--- src/sv/ctc_pkg.sv ---
package ctc_pkg;

  localparam int NUM_ELEMENTS  = 17;
  localparam int NUM_TEMPLATES = 6;

  localparam int X_W      = 16;
  localparam int W_W      = 4;
  localparam int POS_W    = 5;
  localparam int TIDX_W   = 3;
  localparam int DOT_W    = 24;
  localparam int SQ_W     = 35;
  localparam int TSQ_W    = 11;
  localparam int PROD_W   = 46;
  localparam int DEN_W    = 24;
  localparam int REM_W    = 40;
  localparam int FRAC_W   = 16;
  localparam int Q_W      = 17;
  localparam int SCORE_W  = 18;
  localparam int CNT_W    = 5;
  localparam int SQRT_STEPS = PROD_W / 2;
  localparam int DIV_STEPS  = Q_W;

  localparam logic [2:0]  NEUTRAL_CODE  = 3'd6;
  localparam logic [15:0] MIN_SIM_RESET = 16'd19661;
  localparam logic signed [SCORE_W-1:0] BEST_INIT = -18'sd65536;

  localparam logic [W_W-1:0] TMPL_W [NUM_TEMPLATES][NUM_ELEMENTS] = '{
    '{4'd0, 4'd0, 4'd0, 4'd0, 4'd0, 4'd8, 4'd0, 4'd0, 4'd0,
      4'd0, 4'd0, 4'd9, 4'd0, 4'd0, 4'd0, 4'd0, 4'd0},
    '{4'd8, 4'd0, 4'd0, 4'd7, 4'd0, 4'd0, 4'd0, 4'd0, 4'd0,
      4'd0, 4'd0, 4'd0, 4'd0, 4'd0, 4'd8, 4'd0, 4'd0},
    '{4'd0, 4'd0, 4'd0, 4'd9, 4'd7, 4'd0, 4'd8, 4'd0, 4'd0,
      4'd0, 4'd0, 4'd0, 4'd0, 4'd0, 4'd0, 4'd0, 4'd7},
    '{4'd8, 4'd7, 4'd0, 4'd6, 4'd8, 4'd0, 4'd0, 4'd0, 4'd0,
      4'd0, 4'd0, 4'd0, 4'd0, 4'd0, 4'd0, 4'd0, 4'd0},
    '{4'd0, 4'd0, 4'd0, 4'd0, 4'd0, 4'd0, 4'd0, 4'd0, 4'd8,
      4'd0, 4'd0, 4'd0, 4'd0, 4'd0, 4'd7, 4'd6, 4'd0},
    '{4'd8, 4'd8, 4'd0, 4'd0, 4'd7, 4'd0, 4'd0, 4'd0, 4'd0,
      4'd0, 4'd0, 4'd0, 4'd0, 4'd0, 4'd0, 4'd0, 4'd0}
  };

  typedef enum logic [2:0] {
    ST_ACC,
    ST_START,
    ST_WAIT,
    ST_FIN
  } ctl_state_e;

  typedef enum logic [2:0] {
    SC_IDLE,
    SC_MUL,
    SC_SQRT,
    SC_DIV,
    SC_DONE
  } sc_state_e;

  typedef struct packed {
    logic acc_en;
    logic shift_en;
  } cell_ctl_t;

  function automatic logic [W_W-1:0] weight_of(input logic [TIDX_W-1:0] t,
                                                input logic [POS_W-1:0] pos);
    logic [W_W-1:0] w;
    w = '0;
    if (int'(pos) < NUM_ELEMENTS && int'(t) < NUM_TEMPLATES) begin
      w = TMPL_W[t][pos];
    end
    return w;
  endfunction

  function automatic logic [TSQ_W-1:0] tsq_of(input logic [TIDX_W-1:0] t);
    logic [TSQ_W-1:0] acc;
    acc = '0;
    if (int'(t) < NUM_TEMPLATES) begin
      for (int k = 0; k < NUM_ELEMENTS; k++) begin
        acc = acc + TSQ_W'(TMPL_W[t][k]) * TSQ_W'(TMPL_W[t][k]);
      end
    end
    return acc;
  endfunction

endpackage

--- src/sv/ctc_cell.sv ---
module ctc_cell (
  input  logic                                  clk_i,
  input  logic                                  rst_ni,
  input  ctc_pkg::cell_ctl_t                    ctl_i,
  input  logic signed [ctc_pkg::X_W-1:0]        x_i,
  input  logic [ctc_pkg::W_W-1:0]               weight_i,
  input  logic signed [ctc_pkg::DOT_W-1:0]      dot_i,
  output logic signed [ctc_pkg::DOT_W-1:0]      dot_o
);

  logic signed [ctc_pkg::DOT_W-1:0] acc_q, acc_d;
  logic signed [ctc_pkg::X_W+ctc_pkg::W_W:0] prod;

  assign prod = x_i * $signed({1'b0, weight_i});

  always_comb begin
    acc_d = acc_q;
    if (ctl_i.shift_en) begin
      acc_d = dot_i;
    end else if (ctl_i.acc_en) begin
      acc_d = acc_q + ctc_pkg::DOT_W'(prod);
    end
  end

  always_ff @(posedge clk_i or negedge rst_ni) begin
    if (!rst_ni) begin
      acc_q <= '0;
    end else begin
      acc_q <= acc_d;
    end
  end

  assign dot_o = acc_q;

endmodule

--- src/sv/ctc_score.sv ---
module ctc_score (
  input  logic                                  clk_i,
  input  logic                                  rst_ni,
  input  logic                                  start_i,
  input  logic signed [ctc_pkg::DOT_W-1:0]      dot_i,
  input  logic [ctc_pkg::SQ_W-1:0]              sq_i,
  input  logic [ctc_pkg::TSQ_W-1:0]             tsq_i,
  output logic                                  done_o,
  output logic signed [ctc_pkg::SCORE_W-1:0]    score_o
);

  ctc_pkg::sc_state_e state_q, state_d;

  logic [ctc_pkg::CNT_W-1:0]  cnt_q;
  logic [ctc_pkg::DOT_W-1:0]  dabs_q;
  logic                       neg_q;
  logic                       zero_q;
  logic [ctc_pkg::SQ_W-1:0]   sq_q;
  logic [ctc_pkg::TSQ_W-1:0]  tsq_q;
  logic [ctc_pkg::PROD_W-1:0] v_q, res_q, bit_q;
  logic [ctc_pkg::REM_W-1:0]  rem_q, dsh_q;
  logic [ctc_pkg::Q_W-1:0]    quo_q;

  logic [ctc_pkg::PROD_W-1:0] trial, v_nx, res_nx;
  logic                       sqrt_last, div_last;
  logic signed [ctc_pkg::SCORE_W-1:0] mag;

  always_comb begin
    trial = res_q + bit_q;
    if (v_q >= trial) begin
      v_nx   = v_q - trial;
      res_nx = (res_q >> 1) + bit_q;
    end else begin
      v_nx   = v_q;
      res_nx = res_q >> 1;
    end
  end

  assign sqrt_last = (cnt_q == ctc_pkg::CNT_W'(ctc_pkg::SQRT_STEPS - 1));
  assign div_last  = (cnt_q == ctc_pkg::CNT_W'(ctc_pkg::DIV_STEPS - 1));

  always_comb begin
    state_d = state_q;
    unique case (state_q)
      ctc_pkg::SC_IDLE: if (start_i) state_d = ctc_pkg::SC_MUL;
      ctc_pkg::SC_MUL: begin
        if (sq_q == '0 || tsq_q == '0) begin
          state_d = ctc_pkg::SC_DONE;
        end else begin
          state_d = ctc_pkg::SC_SQRT;
        end
      end
      ctc_pkg::SC_SQRT: if (sqrt_last) state_d = ctc_pkg::SC_DIV;
      ctc_pkg::SC_DIV:  if (div_last) state_d = ctc_pkg::SC_DONE;
      ctc_pkg::SC_DONE: state_d = ctc_pkg::SC_IDLE;
      default:          state_d = ctc_pkg::SC_IDLE;
    endcase
  end

  always_ff @(posedge clk_i or negedge rst_ni) begin
    if (!rst_ni) begin
      state_q <= ctc_pkg::SC_IDLE;
    end else begin
      state_q <= state_d;
    end
  end

  always_ff @(posedge clk_i) begin
    unique case (state_q)
      ctc_pkg::SC_IDLE: begin
        neg_q  <= dot_i[ctc_pkg::DOT_W-1];
        dabs_q <= dot_i[ctc_pkg::DOT_W-1] ? ctc_pkg::DOT_W'(-dot_i)
                                          : ctc_pkg::DOT_W'(dot_i);
        sq_q   <= sq_i;
        tsq_q  <= tsq_i;
      end
      ctc_pkg::SC_MUL: begin
        zero_q <= (sq_q == '0 || tsq_q == '0);
        v_q    <= ctc_pkg::PROD_W'(sq_q) * ctc_pkg::PROD_W'(tsq_q);
        res_q  <= '0;
        bit_q  <= ctc_pkg::PROD_W'(1) << (ctc_pkg::PROD_W - 2);
        cnt_q  <= '0;
        quo_q  <= '0;
      end
      ctc_pkg::SC_SQRT: begin
        v_q   <= v_nx;
        res_q <= res_nx;
        bit_q <= bit_q >> 2;
        if (sqrt_last) begin
          cnt_q <= '0;
          rem_q <= {ctc_pkg::REM_W'(dabs_q)} << ctc_pkg::FRAC_W;
          dsh_q <= ctc_pkg::REM_W'(res_nx[ctc_pkg::DEN_W-1:0]) << ctc_pkg::FRAC_W;
        end else begin
          cnt_q <= cnt_q + 1'b1;
        end
      end
      ctc_pkg::SC_DIV: begin
        if (rem_q >= dsh_q) begin
          rem_q <= rem_q - dsh_q;
          quo_q <= {quo_q[ctc_pkg::Q_W-2:0], 1'b1};
        end else begin
          quo_q <= {quo_q[ctc_pkg::Q_W-2:0], 1'b0};
        end
        dsh_q <= dsh_q >> 1;
        cnt_q <= cnt_q + 1'b1;
      end
      ctc_pkg::SC_DONE: ;
      default: ;
    endcase
  end

  assign mag = $signed({1'b0, quo_q});

  always_comb begin
    done_o  = (state_q == ctc_pkg::SC_DONE);
    score_o = '0;
    if (!zero_q) begin
      score_o = neg_q ? -mag : mag;
    end
  end

endmodule

--- src/sv/cosine_template_classifier.sv ---
// Each feature word is taken while the input is not stalled, so a 17-word vector streams in word by word.
// After the last word the six templates are scored in turn by a shared multiply,
// 23-step square root and 17-step restoring divider; the square root and divide
// steps are skipped for a template when a norm is zero.
// Input is stalled during scoring, so one vector is in flight at a time.
// Reset clears the state machines and accumulators and sets the threshold to 19661.
module cosine_template_classifier (
  input  logic        clk_i,
  input  logic        rst_ni,
  input  logic        in_valid_i,
  output logic        in_stall_o,
  input  logic [15:0] feature_value_i,
  input  logic        feature_last_i,
  output logic        out_valid_o,
  input  logic        out_stall_i,
  output logic [2:0]  class_code_o,
  output logic [15:0] confidence_o,
  input  logic        cfg_we_i,
  input  logic [15:0] cfg_wdata_i
);

  localparam int NT = ctc_pkg::NUM_TEMPLATES;

  ctc_pkg::ctl_state_e state_q, state_d;

  logic [15:0]                       min_sim_q;
  logic [ctc_pkg::POS_W-1:0]         pos_q;
  logic [ctc_pkg::SQ_W-1:0]          sq_q;
  logic [ctc_pkg::TIDX_W-1:0]        tidx_q;
  logic signed [ctc_pkg::SCORE_W-1:0] best_q;
  logic [2:0]                        cls_q;
  logic                              out_valid_q;
  logic [2:0]                        class_q;
  logic [15:0]                       conf_q;

  logic                              in_acc, take, last_t, sc_start, fin_load;
  ctc_pkg::cell_ctl_t                cell_ctl;
  logic signed [ctc_pkg::X_W-1:0]    x;
  logic signed [2*ctc_pkg::X_W-1:0]  xsq;
  logic signed [ctc_pkg::DOT_W-1:0]  dot [NT];
  logic                              sc_done;
  logic signed [ctc_pkg::SCORE_W-1:0] score;
  logic [15:0]                       conf_nx;

  assign x      = $signed(feature_value_i);
  assign xsq    = x * x;
  assign in_acc = in_valid_i && !in_stall_o;
  assign take   = in_acc && (int'(pos_q) < ctc_pkg::NUM_ELEMENTS);
  assign last_t = (tidx_q == ctc_pkg::TIDX_W'(NT - 1));

  for (genvar i = 0; i < NT; i++) begin : g_cell
    logic signed [ctc_pkg::DOT_W-1:0] dot_in;
    if (i == NT - 1) begin : g_tail
      assign dot_in = '0;
    end else begin : g_link
      assign dot_in = dot[i+1];
    end
    ctc_cell u_cell (
      .clk_i    (clk_i),
      .rst_ni   (rst_ni),
      .ctl_i    (cell_ctl),
      .x_i      (x),
      .weight_i (ctc_pkg::weight_of(ctc_pkg::TIDX_W'(i), pos_q)),
      .dot_i    (dot_in),
      .dot_o    (dot[i])
    );
  end

  ctc_score u_score (
    .clk_i   (clk_i),
    .rst_ni  (rst_ni),
    .start_i (sc_start),
    .dot_i   (dot[0]),
    .sq_i    (sq_q),
    .tsq_i   (ctc_pkg::tsq_of(tidx_q)),
    .done_o  (sc_done),
    .score_o (score)
  );

  always_comb begin
    state_d = state_q;
    unique case (state_q)
      ctc_pkg::ST_ACC:   if (in_acc && feature_last_i) state_d = ctc_pkg::ST_START;
      ctc_pkg::ST_START: state_d = ctc_pkg::ST_WAIT;
      ctc_pkg::ST_WAIT: begin
        if (sc_done) begin
          state_d = last_t ? ctc_pkg::ST_FIN : ctc_pkg::ST_START;
        end
      end
      ctc_pkg::ST_FIN:   if (!out_valid_q || !out_stall_i) state_d = ctc_pkg::ST_ACC;
      default:           state_d = ctc_pkg::ST_ACC;
    endcase
  end

  always_comb begin
    in_stall_o        = (state_q != ctc_pkg::ST_ACC);
    sc_start          = (state_q == ctc_pkg::ST_START);
    fin_load          = (state_q == ctc_pkg::ST_FIN) && (!out_valid_q || !out_stall_i);
    cell_ctl.acc_en   = take;
    cell_ctl.shift_en = (state_q == ctc_pkg::ST_WAIT) && sc_done;
  end

  always_comb begin
    conf_nx = '0;
    if (best_q > 0) begin
      conf_nx = (best_q > $signed(18'sd65535)) ? 16'hFFFF : best_q[15:0];
    end
  end

  always_ff @(posedge clk_i or negedge rst_ni) begin
    if (!rst_ni) begin
      state_q     <= ctc_pkg::ST_ACC;
      min_sim_q   <= ctc_pkg::MIN_SIM_RESET;
      pos_q       <= '0;
      sq_q        <= '0;
      tidx_q      <= '0;
      best_q      <= ctc_pkg::BEST_INIT;
      cls_q       <= ctc_pkg::NEUTRAL_CODE;
      out_valid_q <= 1'b0;
    end else begin
      state_q <= state_d;
      if (cfg_we_i) begin
        min_sim_q <= cfg_wdata_i;
      end
      if (take) begin
        pos_q <= pos_q + 1'b1;
        sq_q  <= sq_q + ctc_pkg::SQ_W'($unsigned(xsq));
      end
      if (cell_ctl.shift_en) begin
        tidx_q <= tidx_q + 1'b1;
        if (score > best_q) begin
          best_q <= score;
          cls_q  <= 3'(tidx_q);
        end
      end
      if (fin_load) begin
        out_valid_q <= 1'b1;
        pos_q       <= '0;
        sq_q        <= '0;
        tidx_q      <= '0;
        best_q      <= ctc_pkg::BEST_INIT;
        cls_q       <= ctc_pkg::NEUTRAL_CODE;
      end else if (out_valid_q && !out_stall_i) begin
        out_valid_q <= 1'b0;
      end
    end
  end

  always_ff @(posedge clk_i) begin
    if (fin_load) begin
      conf_q  <= conf_nx;
      class_q <= (best_q < $signed({2'b00, min_sim_q})) ? ctc_pkg::NEUTRAL_CODE : cls_q;
    end
  end

  assign out_valid_o  = out_valid_q;
  assign class_code_o = class_q;
  assign confidence_o = conf_q;

endmodule
--- config.mk ---
export PLATFORM = sky130hd
export DESIGN_NAME = cosine_template_classifier
export DESIGN_NICKNAME = d
export VERILOG_FILES = /design/src/sv/ctc_pkg.sv /design/src/sv/ctc_cell.sv /design/src/sv/ctc_score.sv /design/src/sv/cosine_template_classifier.sv
export SDC_FILE = /design/constraint.sdc
export NUM_CORES = 2
export LEC_CHECK = 0
export BUFFER_PORTS_ARGS = -buffer_cell sky130_fd_sc_hd__buf_2
export CORE_MARGIN = 10
export CORE_UTILIZATION = 60
export CTS_CLUSTER_DIAMETER = 100
export DETAILED_ROUTE_END_ITERATION = 12
export HOLD_SLACK_MARGIN = 0.06
export PLACE_DENSITY = 0.79
export SLEW_MARGIN = 20
export SYNTH_ARGS = -nofsm -noshare
export SYNTH_HDL_FRONTEND = slang
export SYNTH_SLANG_ARGS = --single-unit
--- constraint.sdc ---
create_clock -name clk_i -period 7.8 [get_ports clk_i]
set_input_delay 1.56 -clock clk_i [delete_from_list [all_inputs] [get_ports clk_i]]
set_output_delay 1.56 -clock clk_i [all_outputs]
set_load 0.005 [all_outputs]
==> impl_results.md <==
* Run status: complete, but fails checks
* Failing checks: setup timing
* Synth Area in Adders at ~37%
* Synthesis Warnings at 0
* Synth area leader: fa_1
* Clock Tree Buf Depth at 3
* Hold WS at a little under 500 ps
* Synth cell types at 89
* Hold crit path type: register to register
* Final HPWL DP at 139 mm
* WL per Instance at 19.0 µm
* Compound-cell area share of the yosys netlist at a little over an eighth
* Avg Cell Area, Syn at 9.15 µm²
* Rows at 126
* Commonest cells in the netlist: 1265 x inv_1, 853 x fa_1, 742 x ha_1, 698 x nand2_1, 404 x nor2_1
* CTS Sinks at 538
* CTS Hold Bufs at 0
* I/O pin count at 59
* Final nets at between 9k and 10k
* Die area at 133000 µm²
* Yosys top cell area share at 24.0%
* P&R area growth vs syn at 10.2%
* Synth Area in XOR/XNOR at 5.32%
* Syn Inst Count at 7760
* Number of max-cap violations at 0
* CP endpoint kind: register
* Mux cell area share after synthesis at 0.430%
* Critical Path AT at 8830 ps
* H-tree levels at 3
* Crit path max-delay cell type: fa_2
* CP Buf/Inv Count at 5
* CTS Buf Count at slightly below 70
* Starting Density at 60.3%
* Global route total overflow at 0
* Asr flop ratio synth at a little over two fifths
* # DRC at 0
* RSZ-0062 raised after global routing: true
* Crit path largest cell delay at 560 ps
* Post-synth EDFFs at about 300
* Critical path's top delay family: adder cells
* Slew headroom at 21.0%
* Flip-flop and latch count after synthesis at ~540
* Setup crit start kind: primary input
* DIE WIDTH at 364 µm
* Root buf cell: clkbuf_16
* Via density at 5.94
* Vias in the first global route at about 60k
* Footprint of the multi-input gates at between 50000 and 60000 µm²
* Number of port buffers at 58
* Cell with the most instances after synthesis: inv_1
* All-Layer GR Usage at 27.4%
* # fillers at between 9k and 10k
* First-pass GRT wire length at 298 mm
* Diodes inserted at 0
* Most numerous cell on the critical path: inv_2
* Vias at roughly 57k
* Largest family of logic cells by synthesized area: adder cells
* CTS tree: done
* Pin count of the biggest net entering global routing at 170
* Sum Neg Setup Slack at -3110 ps
* Sequential area share after synthesis at between 20% and 30%
* Crit share post-route at 106%
* Most used DFF post-synth: edfxtp_1
* Register area at 15000 µm²
* Clock skew at 54.9 ps
* Crit Path Class: primary input to register
* Post-Syn Area at 71000 µm²
* Critical Path RT at 8390 ps
* Hold Fails Final Rpt at 0
* Synth Area in Simple Gates at 14.1%
* Core area at about 120000 µm²
* Slew of the pin with the lowest slew margin at 1190 ps
* Layout cell share with drive strength beyond 1 at 9.67%
* Post-route antenna net violation count at 0
* Period minus WS final at approximately 8000 ps
* Initial antenna violation count at 3
* F_max at approximately 120 MHz
* Synth top area cells: fa_1 24%, ha_1 13%, edfxtp_1 13%
* Slew Limit Fails at 0
* Routed wire length at 181 mm
* Final setup violating endpoints at 11
* Crit-path max FO at 6
* Initial DRC count at between 4k and 5k
* Drt pass-1 iters at 6
* Die height at approximately 360 µm
* Reg clk slew, reported paths at 60 ps
* Worst setup margin at -431 ps
* GPL Wtd Cong at 0.934
* Worst-skew pair later-pin latency at 680 ps
[layer usage]
layer / vias up / global-route usage [%] / part of all wire (%)
met2: 2278 / 45.5 / 47
met4: 4 / 9.30 / 3.3
met1: 27763 / 36.5 / 41
met5: - / 0 / 0.012
li1: 26149 / - / -
met3: 399 / 4.44 / 8.0
[state kept, by name, indices dropped and copies added (netlist names), 5 cells and up]
register and cells:
g_cell.u_cell.dot_o 144, u_score.res_q 46, u_score.v_q 46, u_score.dsh_q 40, u_score.rem_q 40, sq_q 35, u_score.sq_q 35, u_score.dabs_q 24
u_score.bit_q 23, best_q 18, u_score.quo_q 17, confidence_o 16, min_sim_q 16, u_score.tsq_q 11, pos_q 5, u_score.cnt_q 5
[kinds of logic (layout without fill, tap and decap cells)]
kind of cell | after synthesis | after routing
simple gates | 2088 | 2088
buf+inv | 1589 | 1816
other cells | 2 | 8
compound gates | 1487 | 1487
flops | 538 | 538
mux | 30 | 30
fa+ha+maj | 1595 | 1595
xor+xnor | 431 | 431
[metrics by stage]
stage / area [µm²] / setup slack, ps / cells / utilization, %
3_3_place_gp: 74900 / -1250 / 9375 / 63.6
5_1_grt: 78200 / -636 / 9529 / 66.4
4_1_cts: 77700 / -365 / 9515 / 66.0
3_5_place_dp: 74900 / -1390 / 9376 / 63.6
6_report: 78200 / -431 / 9529 / 66.4
2_1_floorplan: 71400 / -960 / 7766 / -
[cell type report]
cell class | count | share of cell area [%]
multi-input cells | 5639 | 65.0
inverters | 1270 | 6.10
clock inverters | 41 | 0.632
repair buffers | 418 | 4.12
clock buffers | 87 | 2.45
flip-flops and latches | 538 | 19.2
well taps | 1536 | 2.46
[final timing paths]
kind | startpoint | endpoint | slack, ps | cells after the start
hold / removal | sq_q[4] | u_score.sq_q[4] | 490 | 0
setup / recovery | feature_value_i[2] | sq_q[27] | -430 | 32
max in group asynchronous | rst_ni | g_cell[0].u_cell.dot_o[10] | 5400 | 2
hold reg to reg | sq_q[4] | u_score.sq_q[4] | 490 | 0
setup reg to reg | u_score.tsq_q[3] | u_score.v_q[40] | 600 | 20
min in group asynchronous | rst_ni | cls_q[0] | 960 | 1
[what timing repair did]
action,CTS,global route
pin swaps,42,99
gates cloned,0,0
buffers inserted,11,14
gates resized for setup,76,131
setup endpoints to repair,15,20
[cell usage in the layout (no fill, tap or decap), drive strengths merged, types with 63 or more instances in the layout]
cell,count
a31oi,69
xor2,177
nand2,698
a22oi,86
and3,113
a21o,170
nor3,139
nand3,153
xnor2,254
clkbuf,88
nor2,405
buf,417
o21bai,67
edfxtp,308
dfrtp,218
and2,269
inv,1271
a21oi,334
ha,742
nand2b,63
o21ai,390
fa,853
Power is not shown: default switching activity piles up to over one toggle a cycle in this logic, so the estimate is an artifact.
